[config.mk]
export PLATFORM = sky130hd
export DESIGN_NAME = usb_transfer_descriptor_builder
export DESIGN_NICKNAME = d
export VERILOG_FILES = /design/src/hw/rtl/usbtd_pkg.sv /design/src/hw/rtl/usbtd_controller.sv /design/src/hw/rtl/usbtd_datapath.sv /design/src/hw/rtl/usb_transfer_descriptor_builder.sv
export SDC_FILE = /design/constraint.sdc
export NUM_CORES = 1
export LEC_CHECK = 0
export ABC_AREA = 1
export BUFFER_PORTS_ARGS = -buffer_cell sky130_fd_sc_hd__buf_2
export CAP_MARGIN = 20
export CORE_ASPECT_RATIO = 1.4
export CORE_MARGIN = 5
export CORE_UTILIZATION = 35
export DETAILED_ROUTE_END_ITERATION = 16
export SETUP_SLACK_MARGIN = 0.2
export SLEW_MARGIN = 25
export SYNTH_ARGS = -nofsm -noshare
export SYNTH_HDL_FRONTEND = slang
export SYNTH_SLANG_ARGS = --single-unit
[constraint.sdc]
create_clock -name clock -period 14.03 [get_ports clock]
set_clock_uncertainty 0.15 [all_clocks]
set_input_delay 2.806 -clock clock [delete_from_list [all_inputs] [get_ports clock]]
set_output_delay 2.806 -clock clock [all_outputs]
set_load 0.03 [all_outputs]
[src/hw/rtl/usbtd_pkg.sv]
`timescale 1ns / 1ps
package usbtd_pkg;

   // Default sizing of the descriptor chain.
   localparam int MAX_TDS_DEFAULT  = 64;
   localparam int TD_BYTES_DEFAULT = 16;

   // Transfer kinds.
   localparam logic [1:0] ACT_CTRL_IN  = 2'd0;
   localparam logic [1:0] ACT_CTRL_OUT = 2'd1;
   localparam logic [1:0] ACT_BULK_IN  = 2'd2;
   localparam logic [1:0] ACT_BULK_OUT = 2'd3;

   // Result error codes.
   localparam logic [1:0] ERR_NONE      = 2'd0;
   localparam logic [1:0] ERR_ZERO_SIZE = 2'd1;
   localparam logic [1:0] ERR_TOO_LONG  = 2'd2;

   // Packet identifiers.
   localparam logic [7:0] PID_SETUP = 8'h2D;
   localparam logic [7:0] PID_IN    = 8'h69;
   localparam logic [7:0] PID_OUT   = 8'hE1;

   // Descriptor word constants.
   localparam logic [31:0] LINK_TERMINATE   = 32'h0000_0001;
   localparam logic [31:0] STATUS_ACTIVE    = 32'h0080_0000;
   localparam logic [31:0] STATUS_LOW_SPEED = 32'h0400_0000;
   localparam logic [10:0] MAXLEN_ZERO      = 11'h7FF;
   localparam logic [10:0] MAXLEN_SETUP     = 11'd7;

   typedef struct packed {
      logic [1:0]  action;
      logic [6:0]  device_address;
      logic [3:0]  endpoint_number;
      logic        low_speed;
      logic [9:0]  max_packet;
      logic [15:0] transfer_length;
      logic [31:0] buffer_base;
      logic [31:0] setup_address;
      logic [31:0] chain_base;
   } req_type;

   typedef struct packed {
      logic [31:0] link_word;
      logic [31:0] status_word;
      logic [31:0] token_word;
      logic [31:0] buffer_word;
      logic [5:0]  slot_index;
      logic [1:0]  error_code;
      logic        last;
   } rsp_type;

   typedef enum logic [2:0] {
      ST_IDLE,
      ST_CHECK,
      ST_SETUP,
      ST_DATA,
      ST_STATUS
   } state_type;

   typedef enum logic [2:0] {
      EMIT_ERR_ZERO,
      EMIT_ERR_LONG,
      EMIT_SETUP,
      EMIT_DATA,
      EMIT_STATUS
   } emit_kind_type;

   // Commands from the controller to the datapath.
   typedef struct packed {
      logic          capture;
      logic          emit;
      emit_kind_type kind;
   } dp_cmd_type;

   // Status from the datapath to the controller.
   typedef struct packed {
      logic err_zero;
      logic err_long;
      logic is_control;
      logic is_ctrl_in;
      logic bulk_empty;
      logic data_more;
      logic data_last;
   } dp_status_type;

   // Assemble a token word: max length, data toggle, endpoint, address, PID.
   function automatic logic [31:0] make_token(input logic [10:0] maxlen,
                                              input logic        toggle,
                                              input logic [3:0]  ep,
                                              input logic [6:0]  addr,
                                              input logic [7:0]  pid);
      return {maxlen, 1'b0, toggle, ep, addr, pid};
   endfunction

endpackage

[src/hw/rtl/usbtd_controller.sv]
`timescale 1ns / 1ps
module usbtd_controller
   import usbtd_pkg::*;
(
   input  logic          clock,
   input  logic          reset,
   input  logic          req_valid,
   output logic          req_stall,
   output logic          rsp_valid,
   input  logic          rsp_stall,
   input  dp_status_type status,
   output dp_cmd_type    cmd
);

   state_type state_ff, state_in;
   logic      rsp_valid_ff, rsp_valid_in;
   logic      out_free;

   // The output register can take a new descriptor when empty or being drained.
   assign out_free  = !rsp_valid_ff || !rsp_stall;
   assign req_stall = (state_ff != ST_IDLE);
   assign rsp_valid = rsp_valid_ff;

   // Next state.
   always_comb begin
      state_in = state_ff;
      case (state_ff)
         ST_IDLE: begin
            if (req_valid) begin
               state_in = ST_CHECK;
            end
         end
         ST_CHECK: begin
            if (status.err_zero || status.err_long) begin
               if (out_free) begin
                  state_in = ST_IDLE;
               end
            end else if (status.bulk_empty) begin
               state_in = ST_IDLE;
            end else if (status.is_control) begin
               state_in = ST_SETUP;
            end else begin
               state_in = ST_DATA;
            end
         end
         ST_SETUP: begin
            if (out_free) begin
               state_in = (status.is_ctrl_in && status.data_more) ? ST_DATA : ST_STATUS;
            end
         end
         ST_DATA: begin
            if (out_free && status.data_last) begin
               state_in = status.is_control ? ST_STATUS : ST_IDLE;
            end
         end
         ST_STATUS: begin
            if (out_free) begin
               state_in = ST_IDLE;
            end
         end
         default: begin
            state_in = ST_IDLE;
         end
      endcase
   end

   // Commands to the datapath.
   always_comb begin
      cmd.capture = (state_ff == ST_IDLE) && req_valid;
      cmd.emit    = 1'b0;
      cmd.kind    = EMIT_SETUP;
      case (state_ff)
         ST_CHECK: begin
            cmd.emit = out_free && (status.err_zero || status.err_long);
            cmd.kind = status.err_zero ? EMIT_ERR_ZERO : EMIT_ERR_LONG;
         end
         ST_SETUP: begin
            cmd.emit = out_free;
            cmd.kind = EMIT_SETUP;
         end
         ST_DATA: begin
            cmd.emit = out_free;
            cmd.kind = EMIT_DATA;
         end
         ST_STATUS: begin
            cmd.emit = out_free;
            cmd.kind = EMIT_STATUS;
         end
         default: begin
            cmd.emit = 1'b0;
         end
      endcase
   end

   // Output valid follows loads and drains of the result register.
   always_comb begin
      if (cmd.emit) begin
         rsp_valid_in = 1'b1;
      end else begin
         rsp_valid_in = rsp_valid_ff && rsp_stall;
      end
   end

   always_ff @(posedge clock) begin
      if (reset) begin
         state_ff     <= ST_IDLE;
         rsp_valid_ff <= 1'b0;
      end else begin
         state_ff     <= state_in;
         rsp_valid_ff <= rsp_valid_in;
      end
   end

endmodule

[src/hw/rtl/usbtd_datapath.sv]
`timescale 1ns / 1ps
module usbtd_datapath
   import usbtd_pkg::*;
#(
   parameter int MAX_TDS  = MAX_TDS_DEFAULT,
   parameter int TD_BYTES = TD_BYTES_DEFAULT
) (
   input  logic          clock,
   input  req_type       req_data,
   input  dp_cmd_type    cmd,
   output dp_status_type status,
   output rsp_type       rsp_data
);

   localparam int LimW  = $clog2(MAX_TDS + 1);
   localparam int ProdW = LimW + 10;
   localparam int CmpW  = (ProdW > 16) ? ProdW : 16;
   localparam logic [LimW-1:0]  LimitCtrl = LimW'(MAX_TDS - 2);
   localparam logic [LimW-1:0]  LimitBulk = LimW'(MAX_TDS);
   localparam logic [31:0]      TdStep    = 32'(TD_BYTES);

   req_type     req_ff;
   logic [15:0] remain_ff, remain_in;
   logic [31:0] buf_ff, buf_in;
   logic [31:0] link_next_ff, link_next_in;
   logic [5:0]  slot_ff, slot_in;
   logic        odd_ff, odd_in;
   rsp_type     rsp_ff, rsp_in;

   logic            is_control, is_ctrl_in;
   logic [LimW-1:0] limit;
   logic [ProdW-1:0] capacity;
   logic [9:0]      pkt_size;
   logic [10:0]     pkt_maxlen;
   logic            pkt_last;
   logic [7:0]      data_pid;
   logic            data_toggle;
   logic [3:0]      data_ep;
   logic [31:0]     status_word;

   assign is_control = !req_ff.action[1];
   assign is_ctrl_in = (req_ff.action == ACT_CTRL_IN);

   // Largest data length that still fits the chain: limit packets of max size.
   assign limit    = is_ctrl_in ? LimitCtrl : LimitBulk;
   assign capacity = ProdW'(req_ff.max_packet) * ProdW'(limit);

   // Size of the current data packet and whether it finishes the data stage.
   assign pkt_last   = remain_ff <= {6'd0, req_ff.max_packet};
   assign pkt_size   = pkt_last ? remain_ff[9:0] : req_ff.max_packet;
   assign pkt_maxlen = {1'b0, pkt_size} - 11'd1;

   assign data_pid    = (req_ff.action == ACT_BULK_OUT) ? PID_OUT : PID_IN;
   assign data_toggle = is_control ? !odd_ff : odd_ff;
   assign data_ep     = is_control ? 4'd0 : req_ff.endpoint_number;
   assign status_word = STATUS_ACTIVE | (req_ff.low_speed ? STATUS_LOW_SPEED : 32'd0);

   // Status toward the controller.
   always_comb begin
      status.err_zero   = (req_ff.max_packet == 10'd0);
      status.err_long   = !status.err_zero && (req_ff.action != ACT_CTRL_OUT) &&
                          (CmpW'(req_ff.transfer_length) > CmpW'(capacity));
      status.is_control = is_control;
      status.is_ctrl_in = is_ctrl_in;
      status.bulk_empty = !is_control && (req_ff.transfer_length == 16'd0);
      status.data_more  = (remain_ff != 16'd0);
      status.data_last  = pkt_last;
   end

   // Descriptor assembly for the kind the controller asks for.
   always_comb begin
      rsp_in             = rsp_ff;
      rsp_in.link_word   = link_next_ff;
      rsp_in.status_word = status_word;
      rsp_in.slot_index  = slot_ff;
      rsp_in.error_code  = ERR_NONE;
      rsp_in.last        = 1'b0;
      case (cmd.kind)
         EMIT_ERR_ZERO, EMIT_ERR_LONG: begin
            rsp_in.link_word   = 32'd0;
            rsp_in.status_word = 32'd0;
            rsp_in.token_word  = 32'd0;
            rsp_in.buffer_word = 32'd0;
            rsp_in.slot_index  = 6'd0;
            rsp_in.error_code  = (cmd.kind == EMIT_ERR_ZERO) ? ERR_ZERO_SIZE : ERR_TOO_LONG;
            rsp_in.last        = 1'b1;
         end
         EMIT_SETUP: begin
            rsp_in.token_word  = make_token(MAXLEN_SETUP, 1'b0, 4'd0,
                                            req_ff.device_address, PID_SETUP);
            rsp_in.buffer_word = req_ff.setup_address;
         end
         EMIT_DATA: begin
            rsp_in.token_word  = make_token(pkt_maxlen, data_toggle, data_ep,
                                            req_ff.device_address, data_pid);
            rsp_in.buffer_word = buf_ff;
            if (!is_control && pkt_last) begin
               rsp_in.link_word = LINK_TERMINATE;
               rsp_in.last      = 1'b1;
            end
         end
         EMIT_STATUS: begin
            rsp_in.link_word   = LINK_TERMINATE;
            rsp_in.token_word  = make_token(MAXLEN_ZERO, 1'b1, 4'd0, req_ff.device_address,
                                            is_ctrl_in ? PID_OUT : PID_IN);
            rsp_in.buffer_word = 32'd0;
            rsp_in.last        = 1'b1;
         end
         default: begin
            rsp_in.last = 1'b1;
         end
      endcase
   end

   // Chain walk: link, slot, remaining bytes, buffer pointer and toggle.
   always_comb begin
      remain_in    = remain_ff;
      buf_in       = buf_ff;
      link_next_in = link_next_ff;
      slot_in      = slot_ff;
      odd_in       = odd_ff;
      if (cmd.capture) begin
         remain_in    = req_data.transfer_length;
         buf_in       = req_data.buffer_base;
         link_next_in = req_data.chain_base + TdStep;
         slot_in      = 6'd0;
         odd_in       = 1'b0;
      end else if (cmd.emit) begin
         link_next_in = link_next_ff + TdStep;
         slot_in      = slot_ff + 6'd1;
         if (cmd.kind == EMIT_DATA) begin
            remain_in = remain_ff - {6'd0, pkt_size};
            buf_in    = buf_ff + {22'd0, req_ff.max_packet};
            odd_in    = !odd_ff;
         end
      end
   end

   always_ff @(posedge clock) begin
      if (cmd.capture) begin
         req_ff <= req_data;
      end
      if (cmd.emit) begin
         rsp_ff <= rsp_in;
      end
      remain_ff    <= remain_in;
      buf_ff       <= buf_in;
      link_next_ff <= link_next_in;
      slot_ff      <= slot_in;
      odd_ff       <= odd_in;
   end

   assign rsp_data = rsp_ff;

endmodule

[src/hw/rtl/usb_transfer_descriptor_builder.sv]
`timescale 1ns / 1ps
// Builds the UHCI transfer descriptor chain for one transfer request at a time. Each request
// transaction yields one descriptor transaction per chain entry (link, status, token and buffer
// words plus slot index), the last one flagged; a zero packet size or a chain longer than
// MAX_TDS yields a single flagged error transaction instead, and a zero-length bulk request
// yields none. A good request is taken in the idle state, its size is checked against the
// chain limit with a single multiply in the check state, and then one descriptor per cycle
// goes through the output register, which holds on result stall. The result of an error
// request is loaded in the check state, and an empty bulk request leaves the check state with
// none. A new request is taken as soon as the last descriptor has entered the output register.
module usb_transfer_descriptor_builder
   import usbtd_pkg::*;
#(
   parameter int MAX_TDS  = MAX_TDS_DEFAULT,
   parameter int TD_BYTES = TD_BYTES_DEFAULT
) (
   input  logic    clock,
   input  logic    reset,
   input  logic    req_valid,
   output logic    req_stall,
   input  req_type req_data,
   output logic    rsp_valid,
   input  logic    rsp_stall,
   output rsp_type rsp_data
);

   dp_cmd_type    cmd;
   dp_status_type status;

   // Sequencing of request check and descriptor emission.
   usbtd_controller u_controller (
      .clock     (clock),
      .reset     (reset),
      .req_valid (req_valid),
      .req_stall (req_stall),
      .rsp_valid (rsp_valid),
      .rsp_stall (rsp_stall),
      .status    (status),
      .cmd       (cmd)
   );

   // Request registers, chain counters and descriptor assembly.
   usbtd_datapath #(
      .MAX_TDS  (MAX_TDS),
      .TD_BYTES (TD_BYTES)
   ) u_datapath (
      .clock    (clock),
      .req_data (req_data),
      .cmd      (cmd),
      .status   (status),
      .rsp_data (rsp_data)
   );

endmodule

==> flow_summary.toml <==
[sta]
rsz0062_at_grt = "false"
finalSetupTns_ns = 0
fin_crit_ns = 7.67
post-route-period-util_pct = 54.7
fmaxAchievable_ghz = 0.130
slew_headroom_pct = 33.5
hold_violations = 0
finalSetupViolCount = 0
worst_pin_slew_ns = 0.998
drv_slew = 0

[cts]
htree_levels = 1
tritoncts = "done"
cts.sink_count = 266
cts_root_buf = "clkbuf_16"
clkTransAtPathRegs_ns = 0.07
post_cts_buffers = 0
cts_buffers = 28
ctsLongestPathBuffers = 3
clk_latency_ns = 0.56
cts_hold_buf = 0
cts_resized = 0

[cells_and_area]
syn2layout_area_growth_pct = 17.8
finalNetCount = 1979
stdcell_area_um2 = 17500
fill_cells = 4134
drive_above_1_share_pct = 19.5

[synthesis]
yosys_register_bits = 266
yosysWarnings = 0
ys_types = 56
avgSynthCellArea_um2 = 10.0
synth.cell_area_um2 = 14900
async_flop_share_pct = 0
synth_edf_count = 255
netlist_instances = 1484
ys_seq_area_share_pct = 53.0
ys.flop_type = "edfxtp_1"

[grt]
grt_pass1_wl_um = 63400
gr-total-overflow = 0
gr-usage-met3_pct = 3.48
use_met1_pct = 19.4
grt_usage_pct = 17.3
grt_max_degree = 86
top_usage_layer = "met2"
met2_usage_pct = 32.4
antenna_found_initial = 17
grt_pass1_vias = 11500

[route]
first_pass_iters = 5
drt_iter0_drc = 674
ant_nets = 0
vias = 11200
drc = 0
routed_wl_um = 41600
viasPerCell = 4.86
routedWlPerCell_um = 18.0

[critical_path]
crit_type = "reg2reg"
critPathMaxFanout = 48
end_kind = "flip-flop"
slowest_delay_ns = 0.58
timing.critical_path.mode_cell = "nor2_1"
required_ns = 14.06
slowest_stage = "buf_4"
crit_arrival_ns = 7.70
crit_path_start_kind = "flip-flop"

[floorplan]
fp.dieArea_um2 = 46800
start_util_pct = 35.3
ios = 279
die_h_um = 254
rows = 89
die_w_um = 184
coreArea_um2 = 42100

[status]
run_status = "finished clean"

[placed_design]
finalWeightedCongestion = 0.911
io_buffers = 245
hpwlAfterDp_um = 31700
placed_area_um2 = 16600

[power_and_ir_drop]
peakVddDrop_mv = 0.120
leakage_nw = 7.67
power_density_nw_per_um2 = 263

[worst_hold_path]
hp-class = "reg2reg"

[flow_run]
maxCapViolations = 0
registers in the layout (all words and copies together) (netlist names):
name,count
u_datapath.rsp_data,103
u_datapath.remain_ff,16
u_datapath.odd_ff,1
u_controller.rsp_valid,1
u_datapath.slot_ff,6
u_datapath.link_next_ff,32
u_datapath.req_ff,72
u_controller.state_ff,3
u_datapath.buf_ff,32
power by group:
group	switching, mW	total, mW	internal (mW)	leakage (nW)
clock network	0.315	0.771	0.455	0.454
registers	0.172	1.54	1.37	2.49
logic	1.56	2.28	0.725	4.72
synthesized netlist by cell type (3+ instances only):
cell type  instances  area (µm²)
xnor2_1           22         193
o21ai_2            4        35.0
fa_1              21         420
a21oi_1           51         255
nor3_1            18        90.1
buf_2              5        25.0
o21ai_0           95         475
o211ai_1           4        30.0
nor2_1           147         552
edfxtp_1         255        7660
inv_2              3        11.3
or2_2              6        37.5
inv_1            177         664
o31ai_1            6        45.0
nand3_1           54         270
nand3b_1           3        22.5
o21ai_1           10        50.1
ha_1              87        1090
buf_4             34         255
dfxtp_1           11         220
o21bai_1           5        37.5
a22o_1            18         158
nor2_4             6        67.6
xor2_1            41         359
a211oi_1           4        30.0
nor4_1            12        75.1
buf_6              3        33.8
a21o_1             4        30.0
clkbuf_1          28         105
nand2_2           11        68.8
a31oi_1           10        62.6
nand4_1           13        81.3
nand2_1          286        1070
cell usage in the layout, fill, tap and decap left out, types with 3 or more instances in the layout:
cell type	instances
clkbuf_16	29
o21bai_1	5
xnor2_1	22
edfxtp_1	255
o21ai_0	95
nor3_1	18
nand3b_1	3
clkbuf_1	9
nand4_1	13
conb_1	34
a31oi_1	10
bufinv_16	4
o21ai_2	4
inv_2	5
or2_2	6
buf_2	245
nand2_2	12
nor2_2	3
nand2_1	285
dfxtp_1	11
xor2_1	41
clkinv_1	6
a211oi_1	4
o211ai_1	4
a21oi_1	51
buf_4	10
nor2_4	7
nand3_1	54
nor4_1	12
nor2_1	145
a21o_1	4
diode_2	12
fa_1	21
o31ai_1	6
o21ai_1	10
ha_1	87
clkinv_2	4
a22o_1	18
inv_1	175
layer usage:
| layer | vias to the layer above | wire (µm) |
|---|---|---|
| met4 | 10 | 1240 |
| met2 | 324 | 22200 |
| met3 | 70 | 2580 |
| met5 | - | 56 |
| met1 | 5338 | 15600 |
| li1 | 5495 | - |
worst paths after layout:
path              slack, ns                        startpoint  cells past startpoint                              end
setup / recovery       6.36  u_datapath.req_ff[135]$_DFFE_PP_                     32  u_datapath.buf_ff[13]$_DFFE_PP_
hold / removal         0.33    u_datapath.odd_ff$_SDFFE_PP0P_                      2   u_datapath.odd_ff$_SDFFE_PP0P_
setup reg to reg       6.36  u_datapath.req_ff[135]$_DFFE_PP_                     32  u_datapath.buf_ff[13]$_DFFE_PP_
hold reg to reg        0.33    u_datapath.odd_ff$_SDFFE_PP0P_                      2   u_datapath.odd_ff$_SDFFE_PP0P_
cells by family (layout without fill, tap and decap cells):
logic type | count (synthesis) | count (layout) | share of synthesized area [%]
other | 1 | 46 | 0.0252
adder cells (fa/ha/maj) | 108 | 108 | 10.1
AND/OR/NAND/NOR | 568 | 568 | 16.7
XOR/XNOR | 64 | 64 | 3.82
buffers and inverters | 254 | 489 | 7.56
AO/OA/AOI/OAI | 223 | 223 | 8.81
flip-flops | 266 | 266 | 53.0
area by class of cell:
cell class	count	area, µm²	share of cell area, %
inverter	183	689	3.94
clock inverter	12	155	0.886
antenna	12	30.0	0.171
timing repair buffer	255	1300	7.43
tap	546	683	3.90
clock buffer	39	773	4.41
multi-input combinational	997	6010	34.3
sequential	266	7880	45.0
stage by stage:
stage	utilization [%]	power, mW	setup slack [ns]	instances	hold slack [ns]
after CTS	41.5	4.65	6.38	2298	0.332
after detailed placement	39.3	3.85	6.40	2247	0.322
after global placement	39.3	3.81	6.51	2247	0.313
final	41.6	4.60	6.36	2310	0.332
after floorplan	-	3.21	5.65	1517	0.304
after global routing	41.6	4.97	5.60	2304	0.367
critical path, delay by kind of cell (launching register included):
family	cells	cell delay (ns)
AO/OA/AOI/OAI	7	1.25
XOR/XNOR	1	0.18
adder cells (fa/ha/maj)	6	2.21
buffers and inverters	5	1.27
flip-flops	1	0.54
AND/OR/NAND/NOR	13	1.64
(Power assumes the default switching activity.)
